### src/rtl/hsi_ram.sv
`default_nettype none

module hsi_ram #(
    parameter int WIDTH = 8,
    parameter int DEPTH = 16,
    parameter int AW    = 4
) (
    input  wire logic             clk,
    input  wire logic             we,
    input  wire logic [AW-1:0]    waddr,
    input  wire logic [WIDTH-1:0] wdata,
    input  wire logic [AW-1:0]    raddr,
    output logic      [WIDTH-1:0] rdata
);

    logic [WIDTH-1:0] mem [DEPTH];

    always_ff @(posedge clk)
    begin
        if (we)
        begin
            mem[waddr] <= wdata;
        end
        rdata <= mem[raddr];
    end

endmodule

`default_nettype wire

### config.mk
export PLATFORM = sky130hd
export DESIGN_NAME = hsi_ram
export DESIGN_NICKNAME = d
export VERILOG_FILES = /design/src/rtl/hsi_ram.sv
export SDC_FILE = /design/constraint.sdc
export NUM_CORES = 1
export LEC_CHECK = 0
export ABC_CLOCK_PERIOD_IN_PS = 2000
export BUFFER_PORTS_ARGS = -buffer_cell sky130_fd_sc_hd__buf_4
export CORE_MARGIN = 2
export CORE_UTILIZATION = 55
export CTS_CLUSTER_SIZE = 24
export DETAILED_ROUTE_END_ITERATION = 8
export PLACE_DENSITY = 0.79
export SLEW_MARGIN = 25
export SYNTH_ARGS = -nofsm -noshare
export SYNTH_HDL_FRONTEND = slang
export SYNTH_SLANG_ARGS = --single-unit
### constraint.sdc
create_clock -name clk -period 2 [get_ports clk]
set_input_delay 0.4 -clock clk [delete_from_list [all_inputs] [get_ports clk]]
set_output_delay 0.4 -clock clk [all_outputs]
set_load 0.02 [all_outputs]
[Yosys cells after proc, flatten, opt, wreduce, memory -nomap -nowiden]
Memories as Yosys holds them, arrays and structs flattened. A register that Yosys moved wholly into a read port is not among the register bits.
Index checks and enable logic that the tools add are counted.
Operators by class
  $add $sub $neg: 0
  multipliers: 0
  div/mod/pow operators: 0
  $lt $le $gt $ge: 0
  equal/unequal tests: 0
  shifts and indexed selects: 0
  muxes and demuxes: 2
  bitwise logic cells: 0
  reduce and logical (&&, ||, !) cells: 0
Operators with widths (count)
  2-to-1 mux 1 bit: 2
Word-level totals
  register bits after elaboration: 0
  latch bits: 0
  memory bits (writable): 128
  memory bits (read-only): 0
  output and inout port bits: 8
  logic and storage cells: 3
  memories: 1
Memories
  mem: words 16, width 8, rd ports 1, clocked after Yosys merged registers in 1, wr ports 1, line 16  | logic [WIDTH-1:0] mem [DEPTH];

[Longest topological paths before layout]
Gate-level depths: netlist (run 1).
  word-level depth: 2
  depth in mapped cells: 5
  mapped depth without buffers: 3

[Least setup slack after synthesis (run 1)]
OpenSTA, ideal clock, no wires.
  kind: input port to flip-flop
  start point: input port waddr[2]
  end point: memory mem[0][0], enable pin
  setup time: 0.383 ns
  arrival: 1.510 ns
  slack: 0.107 ns
  stages on the path: 2
  buffers on the path: 0
  cells stage by stage: or3b_2 nor3_1
RTL lines
  start, declared: line 10  | input wire logic [AW-1:0] waddr,
  end, declared: line 16
No word-level cell before the write port.

[Worst setup path after layout (run 1)]
  start point: register rdata[2], read port of mem
  end point: output port rdata[2]
RTL lines
  start, declared: line 13  | output logic [WIDTH-1:0] rdata
No word-level cell between the ends.

==> results.json, run 1 <==
{
  "post_cts_buffers": 0,
  "min_to": "mem[15][2]",
  "drive_gt1_share_pct": 31.76,
  "routed_via_density": 6.088,
  "cts_hold_buf": 0,
  "startpoint": "rdata[2]",
  "r2r_end": "rdata[1]",
  "synth.cell_area_um2": 5147,
  "ys.flop_type": "edfxtp_1",
  "die_h_um": 100.7,
  "switching_share_pct": 19.88,
  "grt_max_degree": 33,
  "crit_required_ns": 1.60,
  "rows": 35,
  "yosys_warnings": 0,
  "p_leak_uw": 0.002102,
  "post_synth.cell_area_avg_um2": 22.48,
  "cts-buffers-inserted": 17,
  "setup_viol": 0,
  "critPathKind": "register to output port",
  "synth_most_common_cell": "edfxtp_1",
  "cp-start-kind": "register",
  "power.internal_uw": 5261,
  "critPathSlowestCell": "dfxtp_1",
  "synth-edff-count": 128,
  "drt-total-wl_um": 9562,
  "ios": 26,
  "die_area_um2": 10150,
  "hold_path_depth": 1,
  "clock_skew_ns": 0.006833,
  "antenna_found_initial": 0,
  "ys_seq_area_share_pct": 77.78,
  "wl_per_cell_um": 23.49,
  "grt_pass1_wl_um": 14880,
  "synthCells": 229,
  "worst_pin_slew_ns": 0.6242,
  "grt_pass1_vias": 2506,
  "setup_ws_ns": 0.5544,
  "holdCritPathClass": "input port to register",
  "fin_crit_ns": 1.446,
  "syn_nets": 247,
  "fill_cells": 569,
  "path_max_fanout": 1,
  "area_growth_pct": 19.47,
  "vdd_drop_max_mv": 0.6262,
  "dpl_worst_slack_ns": 0.2124,
  "final_area_um2": 6150,
  "synth_top_area_share_pct": 74.67,
  "post_synth_num_cell_types": 19,
  "reg2reg_slack_ns": 0.61,
  "rsz0062_at_grt": "false",
  "p_switching_uw": 1305,
  "reg2reg_from": "mem[8][1]",
  "max_freq_mhz": 691.7,
  "clkTransAtPathRegs_ns": 0.06,
  "seq_power_share_pct": 48.9,
  "cts_tree": "built",
  "placed_area_um2": 5563,
  "vias": 2478,
  "initialDrtViolationCount": 181,
  "cp_num_buf_inv": 1,
  "cts.sinks": 136,
  "yosys.area.top_type": "edfxtp_1",
  "grt.total_usage_pct": 21.21,
  "crit_family": "flip-flops",
  "p_total_uw": 6566,
  "drtAntennaViolNets": 0,
  "pwr-share-clk_pct": 46.0,
  "endpoint_kind": "output port",
  "slew_viol_final": 0,
  "root_buffer": "clkbuf_8",
  "htree_levels": 4,
  "start_util_pct": 56.24,
  "numPortBuffers": 25,
  "die_w_um": 100.7,
  "core_um2": 9153,
  "worst_ep_arrival_time_ns": 1.05,
  "gr-total-overflow": 0,
  "drv_cap": 0,
  "reg2regPathDepth": 3,
  "utilization_pct": 67.19,
  "dr.pass1.iters": 5,
  "cpPeakStageDelay_ns": 0.37,
  "cts.repair.resized": 0,
  "status": "finished, final reports clean",
  "clock_path_buffers": 2,
  "synthArstFlopShare_pct": 0,
  "synth_seq_cells": 136,
  "maxSlewHeadroom_pct": 58.23,
  "clock_latency_ns": 0.51,
  "post-route-drc-count": 0,
  "p_per_area_nw_per_um2": 1068,
  "nets": 301,
  "hold_viol_final": 0,
  "place.gp.congestion": 0.7756,
  "finalCritPeriodShare_pct": 72.28,
  "power_frac_comb_pct": 5.1,
  "antenna_cells": 0,
  "synth_common_cells": "128 x edfxtp_1, 18 x mux4_2, 16 x a22oi_1, 14 x mux4_1, 13 x nor2_1",
  "cp.depth": 1,
  "synth.area.top_cells": "edfxtp_1 75%, mux4_2 7.9%, mux4_1 7.1%",
  "path_cells": "buf_4",
  "setup_tns_ns": 0,
  "dpl.hpwl_um": 6152,
  "hp-start": "wdata[2]"
}
[layout by cell type, fill, tap and decap left out, drive strengths merged]
cell type and count:
edfxtp 128, buf 45, mux4 32, clkbuf 20, a22oi 16, nor2 13, nand2 9, dfxtp 8
clkinvlp 5, nor3 4, clkinv 4, bufinv 3, nand3b 2, nand2b 2, nor2b 1, and2 1
and2b 1, nand3 1, or3b 1
[how the worst max path moves through the flow]
stage,to
after detailed placement,rdata[0]
after floorplan,mem[0][0]
after CTS,rdata[2]
final,rdata[2]
after global routing,rdata[1]
after global placement,rdata[0]
[state kept, by name, indices dropped and copies added (netlist names)]
register,cells
rdata,8
mem,128
[per-layer routing]
layer	GRT usage (%)	wire length (µm)	vias to the layer above	part of all wire, %
li1	-	-	1081	-
met1	29.29	3955	1260	41
met2	32.72	4735	131	50
met3	7.074	801	6	8.4
met4	6.322	69	0	0.72
met5	0	0	-	0
[per-stage QoR]
step | cells | hold slack (ns)
after floorplan | 229 | 0.4989
after CTS | 407 | 0.1714
after global placement | 375 | 0.6549
after global routing | 407 | 0.1801
after detailed placement | 375 | 0.6617
final | 407 | 0.1887
[cell families (layout without fill, tap and decap cells)]
group / count (synthesis) / count (layout) / share of synthesized area, %
AOI/OAI and AO/OA: 16 / 16 / 2.334
and+or+nand+nor: 35 / 35 / 3.184
buffers and inverters: 10 / 77 / 1.677
DFF: 136 / 136 / 77.78
muxes: 32 / 32 / 15.02
[layout make-up]
type / instances / area, µm² / share of cell area, %
timing repair buffer: 45 / 362.8 / 5.900
multi-input combinational: 83 / 1057 / 17.19
sequential: 136 / 4004 / 65.11
clock buffer: 20 / 435.4 / 7.080
clock inverter: 12 / 151.4 / 2.462
tap: 111 / 138.9 / 2.258
[power by group through the flow]
stage                     registers, µW  clock network [µW]  logic [µW]
after global placement             3270                   0         324
after floorplan                    3280                   0         162
after global routing               3220                3190         360
after detailed placement           3270                   0         331
after CTS                          3210                3070         337
final                              3210                3020         332
Power figures use the tool's default switching activity.
==> run 2: changes to the inputs <==
Settings changed: ABC_AREA set to 1, ABC_CLOCK_PERIOD_IN_PS 2000 to 1440, PLACE_DENSITY 0.79 to 0.78.
Clock period 2 ns to 1.44 ns, I/O delays scaled along.
==> run 2 against run 1 <==
Setup slack got worse by 0.45 ns. Largest cell class unchanged. Largest power group unchanged. First-iteration DRC count rose to 2.6 times the previous value. Clock power rose by 47%.
==> results.json, run 2 <==
{
  "status": "finished, final reports clean",
  "die_h_um": 106.4,
  "slew_viol_final": 0,
  "path_cells": "buf_4",
  "seqCellArea_um2": 4004,
  "synthArstFlopShare_pct": 0,
  "area_growth_pct": 18.49,
  "grt_pass1_wl_um": 20400,
  "drt-total-wl_um": 12820,
  "synth-edff-count": 128,
  "hold_viol_final": 0,
  "die_w_um": 106.4,
  "antenna_found_initial": 0,
  "critPathSlowestCell": "dfxtp_1",
  "syn_nets": 569,
  "finalCritPeriodShare_pct": 92.79,
  "synth.cell_area_um2": 5767,
  "fin_crit_ns": 1.336,
  "cts_tree": "built",
  "grt_max_degree": 33,
  "place.gp.congestion": 0.8246,
  "nets": 615,
  "top_usage_layer": "met2",
  "yosys_warnings": 0,
  "drv_cap": 0,
  "synthCells": 551,
  "cts.sinks": 136,
  "post_synth.cell_area_avg_um2": 10.47,
  "ios": 26,
  "post-route-drc-count": 0,
  "worst_pin_slew_ns": 0.5296,
  "placed_area_um2": 6216,
  "met3_usage_pct": 6.315,
  "rows": 37,
  "grt_use_met2_pct": 40.80,
  "core_um2": 10230,
  "setup_tns_ns": 0,
  "grt_pass1_vias": 4005,
  "yosys.area.top_type": "edfxtp_1",
  "synth_common_cells": "173 x nand2_1, 128 x edfxtp_1, 100 x inv_1, 97 x nand3_1, 17 x nor2_1",
  "htree_levels": 4,
  "fill_cells": 730,
  "ys_seq_area_share_pct": 69.43,
  "p_per_area_nw_per_um2": 1394,
  "gr-total-overflow": 0,
  "use_met1_pct": 31.63,
  "crit_required_ns": 1.15,
  "synth_seq_cells": 136,
  "setup_viol": 0,
  "synth.area.top_cells": "edfxtp_1 67%, nand2_1 11%, nand3_1 8.4%",
  "holdCritPathClass": "input port to register",
  "vias": 3951,
  "start_util_pct": 56.37,
  "largest_reg_flops": 128,
  "numPortBuffers": 25,
  "clock_skew_ns": 0.004618,
  "die_area_um2": 11320,
  "routed_via_density": 5.296,
  "clock_latency_ns": 0.53,
  "max_freq_mhz": 748.4,
  "clock_path_buffers": 2,
  "final_cell_mix": "173 x nand2_1, 128 x edfxtp_1, 100 x inv_1, 97 x nand3_1, 46 x buf_4",
  "cts.repair.resized": 0,
  "dr.pass1.iters": 5,
  "multi_input_area_um2": 1214,
  "synth_top_area_share_pct": 66.65,
  "post_cts_buffers": 0,
  "vdd_drop_max_mv": 1.046,
  "final_area_um2": 6833,
  "ys.flop_type": "edfxtp_1",
  "critPathKind": "register to output port",
  "endpoint_kind": "output port",
  "cp-start-kind": "register",
  "path_max_fanout": 1,
  "cpPeakStageDelay_ns": 0.36,
  "drive_gt1_share_pct": 13.93,
  "final_common_cell": "nand2_1",
  "root_buffer": "clkbuf_8",
  "wl_per_cell_um": 17.18,
  "synth_most_common_cell": "nand2_1",
  "reg.largest.list": "mem (128), rdata (8)",
  "worst_ep_arrival_time_ns": 1.05,
  "initialDrtViolationCount": 468,
  "cts-buffers-inserted": 17,
  "cts_hold_buf": 0,
  "setup_ws_ns": 0.1039,
  "cp_num_buf_inv": 1,
  "p_leak_uw": 0.002982,
  "antenna_cells": 0,
  "crit_family": "flip-flops",
  "drtAntennaViolNets": 0,
  "top_register": "mem",
  "grt.total_usage_pct": 24.75,
  "clkTransAtPathRegs_ns": 0.06,
  "maxSlewHeadroom_pct": 64.65,
  "dpl.hpwl_um": 7932,
  "rsz0062_at_grt": "false",
  "dpl_worst_slack_ns": 0.07722,
  "post_synth_num_cell_types": 12
}
-- run 2: changes by cell type after synthesis, moves of 4 or more --
cell	before	now
inv_1	0	100
nand3_1	1	97
mux4_2	18	0
nand2_1	9	173
nor2_1	13	17
nor3_1	4	0
mux4_1	14	0
buf_2	3	13
a22oi_1	16	0
-- run 2: worst paths after layout --
kind               from       end  slack, ns  cells after the start
min            raddr[3]  rdata[3]       0.07                      3
max            rdata[2]  rdata[2]       0.10                      1
max reg2reg   mem[1][4]  rdata[4]       0.38                      6
min reg2reg  mem[10][3]  rdata[3]       0.68                      6
-- run 2: kinds of logic after synthesis --
family / count (synthesis) / synth area share, %
flops: 136 / 69.43
buf+inv: 126 / 9.525
simple gates: 289 / 21.05
-- run 2: metal layers --
| metal | part of all wire (%) | vias up |
|---|---|---|
| met4 | 2.7 | 0 |
| met2 | 50 | 215 |
| met1 | 38 | 1832 |
| li1 | - | 1868 |
| met3 | 8.8 | 36 |
| met5 | 0 | - |
-- run 2: area by class of cell --
cell class,count,area share [%]
clock buffer,17,6.061
clock inverter,15,2.966
inverter,102,5.603
multi-input combinational,289,17.76
sequential,136,58.60
tap,136,2.490
timing repair buffer,51,6.519
-- run 2: power by group --
| group | internal [µW] | switching (µW) | leakage, µW |
|---|---|---|---|
| registers | 4430 | 33.0 | 0.00122 |
| clock network | 2810 | 1640 | 0.000286 |
| logic | 206 | 411 | 0.00147 |
| total | 7440 | 2080 | 0.00298 |
-- run 2: through the flow --
stage,total power (µW),hold slack (ns),instances,util (%)
final,9524,0.07128,746,66.78
after global routing,9781,0.07861,746,66.78
after CTS,9558,0.05153,746,66.78
after detailed placement,5148,0.6085,714,60.76
after global placement,5133,0.6046,714,60.76
after floorplan,4873,0.3869,551,-
==> run 3: changes to the inputs <==
Settings changed: ABC_AREA 1 to 0, PLACE_DENSITY 0.78 to 0.79.
==> run 3 against run 2 <==
Power decreased by 0.19%. Via count decreased by 38%. Register-to-register slack got worse by 0.34 ns. Sequential power hardly changed. First-iteration DRC count is 63% lower. Global-route usage shrank 2.8 points. Final area shrank 7.5%.
==> results.json, run 3 (synthesis results as in run 1) <==
{
  "htree_levels": 4,
  "final_common_cell": "edfxtp_1",
  "clock_skew_ns": 0.005857,
  "max_freq_mhz": 716.2,
  "slew_viol_final": 0,
  "top_usage_layer": "met2",
  "final_area_um2": 6319,
  "rsz0062_at_grt": "false",
  "vdd_drop_max_mv": 0.8699,
  "p_total_uw": 9506,
  "path_max_fanout": 1,
  "worst_pin_slew_ns": 0.7465,
  "root_buffer": "clkbuf_8",
  "min_to": "mem[7][5]",
  "reg2reg_slack_ns": 0.04,
  "r2r_end": "rdata[7]",
  "reg2reg_from": "mem[7][7]",
  "dpl.hpwl_um": 6514,
  "drv_cap": 0,
  "maxSlewHeadroom_pct": 50.13,
  "hold_slack_ns": 0.07910,
  "wl_per_cell_um": 23.55,
  "use_met1_pct": 29.56,
  "core_um2": 9153,
  "fin_crit_ns": 1.396,
  "critPathKind": "register to register",
  "crit_required_ns": 1.82,
  "grt_max_degree": 22,
  "reg2regPathDepth": 3,
  "numPortBuffers": 25,
  "routed_via_density": 5.881,
  "setup_viol": 0,
  "nets": 313,
  "reg.largest.list": "mem (128), rdata (8)",
  "clock_latency_ns": 0.52,
  "holdCritPathClass": "input port to register",
  "endpoint_kind": "register",
  "finalCritPeriodShare_pct": 96.96,
  "clock_path_buffers": 2,
  "drt-total-wl_um": 9866,
  "dpl_worst_slack_ns": -0.2569,
  "place.gp.congestion": 0.7775,
  "worst_ep_arrival_time_ns": 1.78,
  "die_w_um": 100.7,
  "start_util_pct": 56.24,
  "grt_pass1_wl_um": 15300,
  "post-route-drc-count": 0,
  "cts-buffers-inserted": 17,
  "hold_viol_final": 0,
  "die_h_um": 100.7,
  "ios": 26,
  "p_per_area_nw_per_um2": 1504,
  "final_cell_mix": "128 x edfxtp_1, 54 x buf_4, 18 x mux4_2, 16 x clkbuf_16, 15 x a22oi_1",
  "grt_use_met2_pct": 34.92,
  "hp-start": "wdata[5]",
  "gr-total-overflow": 0,
  "placed_area_um2": 5680,
  "met3_usage_pct": 4.646,
  "antenna_cells": 0,
  "cts_tree": "built",
  "top_register": "mem",
  "p_leak_uw": 0.002203,
  "cts.sinks": 136,
  "antenna_found_initial": 0,
  "clkTransAtPathRegs_ns": 0.06,
  "drtAntennaViolNets": 0,
  "grt.total_usage_pct": 21.95,
  "area_growth_pct": 22.75,
  "largest_reg_flops": 128,
  "drive_gt1_share_pct": 35.71,
  "rows": 35,
  "hold_path_depth": 1,
  "cp-start-kind": "register",
  "status": "finished, final reports clean",
  "grt_pass1_vias": 2602,
  "vias": 2464,
  "utilization_pct": 69.04,
  "dr.pass1.iters": 4,
  "setup_ws_ns": 0.04380,
  "die_area_um2": 10150,
  "initialDrtViolationCount": 174
}
run 3: area by class of cell:
cell class,count,area [µm²]
multi-input combinational,83,1077
clock inverter,13,201.4
tap,111,138.9
timing repair buffer,57,465.4
clock buffer,19,431.7
fill,529,2834
sequential,136,4004
run 3: through the flow:
step,std cells,TNS [ns]
floorplan,229,-3.519
global placement,387,-4.367
detailed placement,387,-6.334
CTS,419,0
global route,419,0
finish,419,0
run 3: worst max-delay path by stage:
stage          startpoint        end  slack [ns]  depth (start not counted)
5_1_grt         mem[9][5]   rdata[5]        0.02                          3
3_5_place_dp     raddr[0]   rdata[2]       -0.26                          5
4_1_cts        mem[15][7]   rdata[7]        0.07                          3
2_1_floorplan    waddr[2]  mem[3][0]       -0.11                          2
6_report        mem[7][7]   rdata[7]        0.04                          3
3_3_place_gp     raddr[0]   rdata[2]       -0.24                          5
run 3: repair_timing:
item / 4_1_cts / 5_1_grt
buffers inserted: 0 / 0
resized for setup: 0 / 1
setup endpoints to repair: 0 / 1
hold buffers: 0 / 0
run 3: worst max-delay path, cell delays in order, from the launching register on:
cell and delay [ns]:
edfxtp_1 0.37, mux4_2 0.50, a22oi_1 0.26, nand2_1 0.14
run 3: power breakdown:
part	leakage, µW	switching, µW	internal (µW)
combinational	0.000674	266	229
sequential	0.00122	29.7	4430
clock	0.000305	1540	3020
run 3: metal layers:
metal / vias up / part of all wire (%)
li1: 1109 / -
met1: 1248 / 41
met2: 99 / 51
met3: 8 / 6.6
met4: 0 / 1.4
met5: - / 0
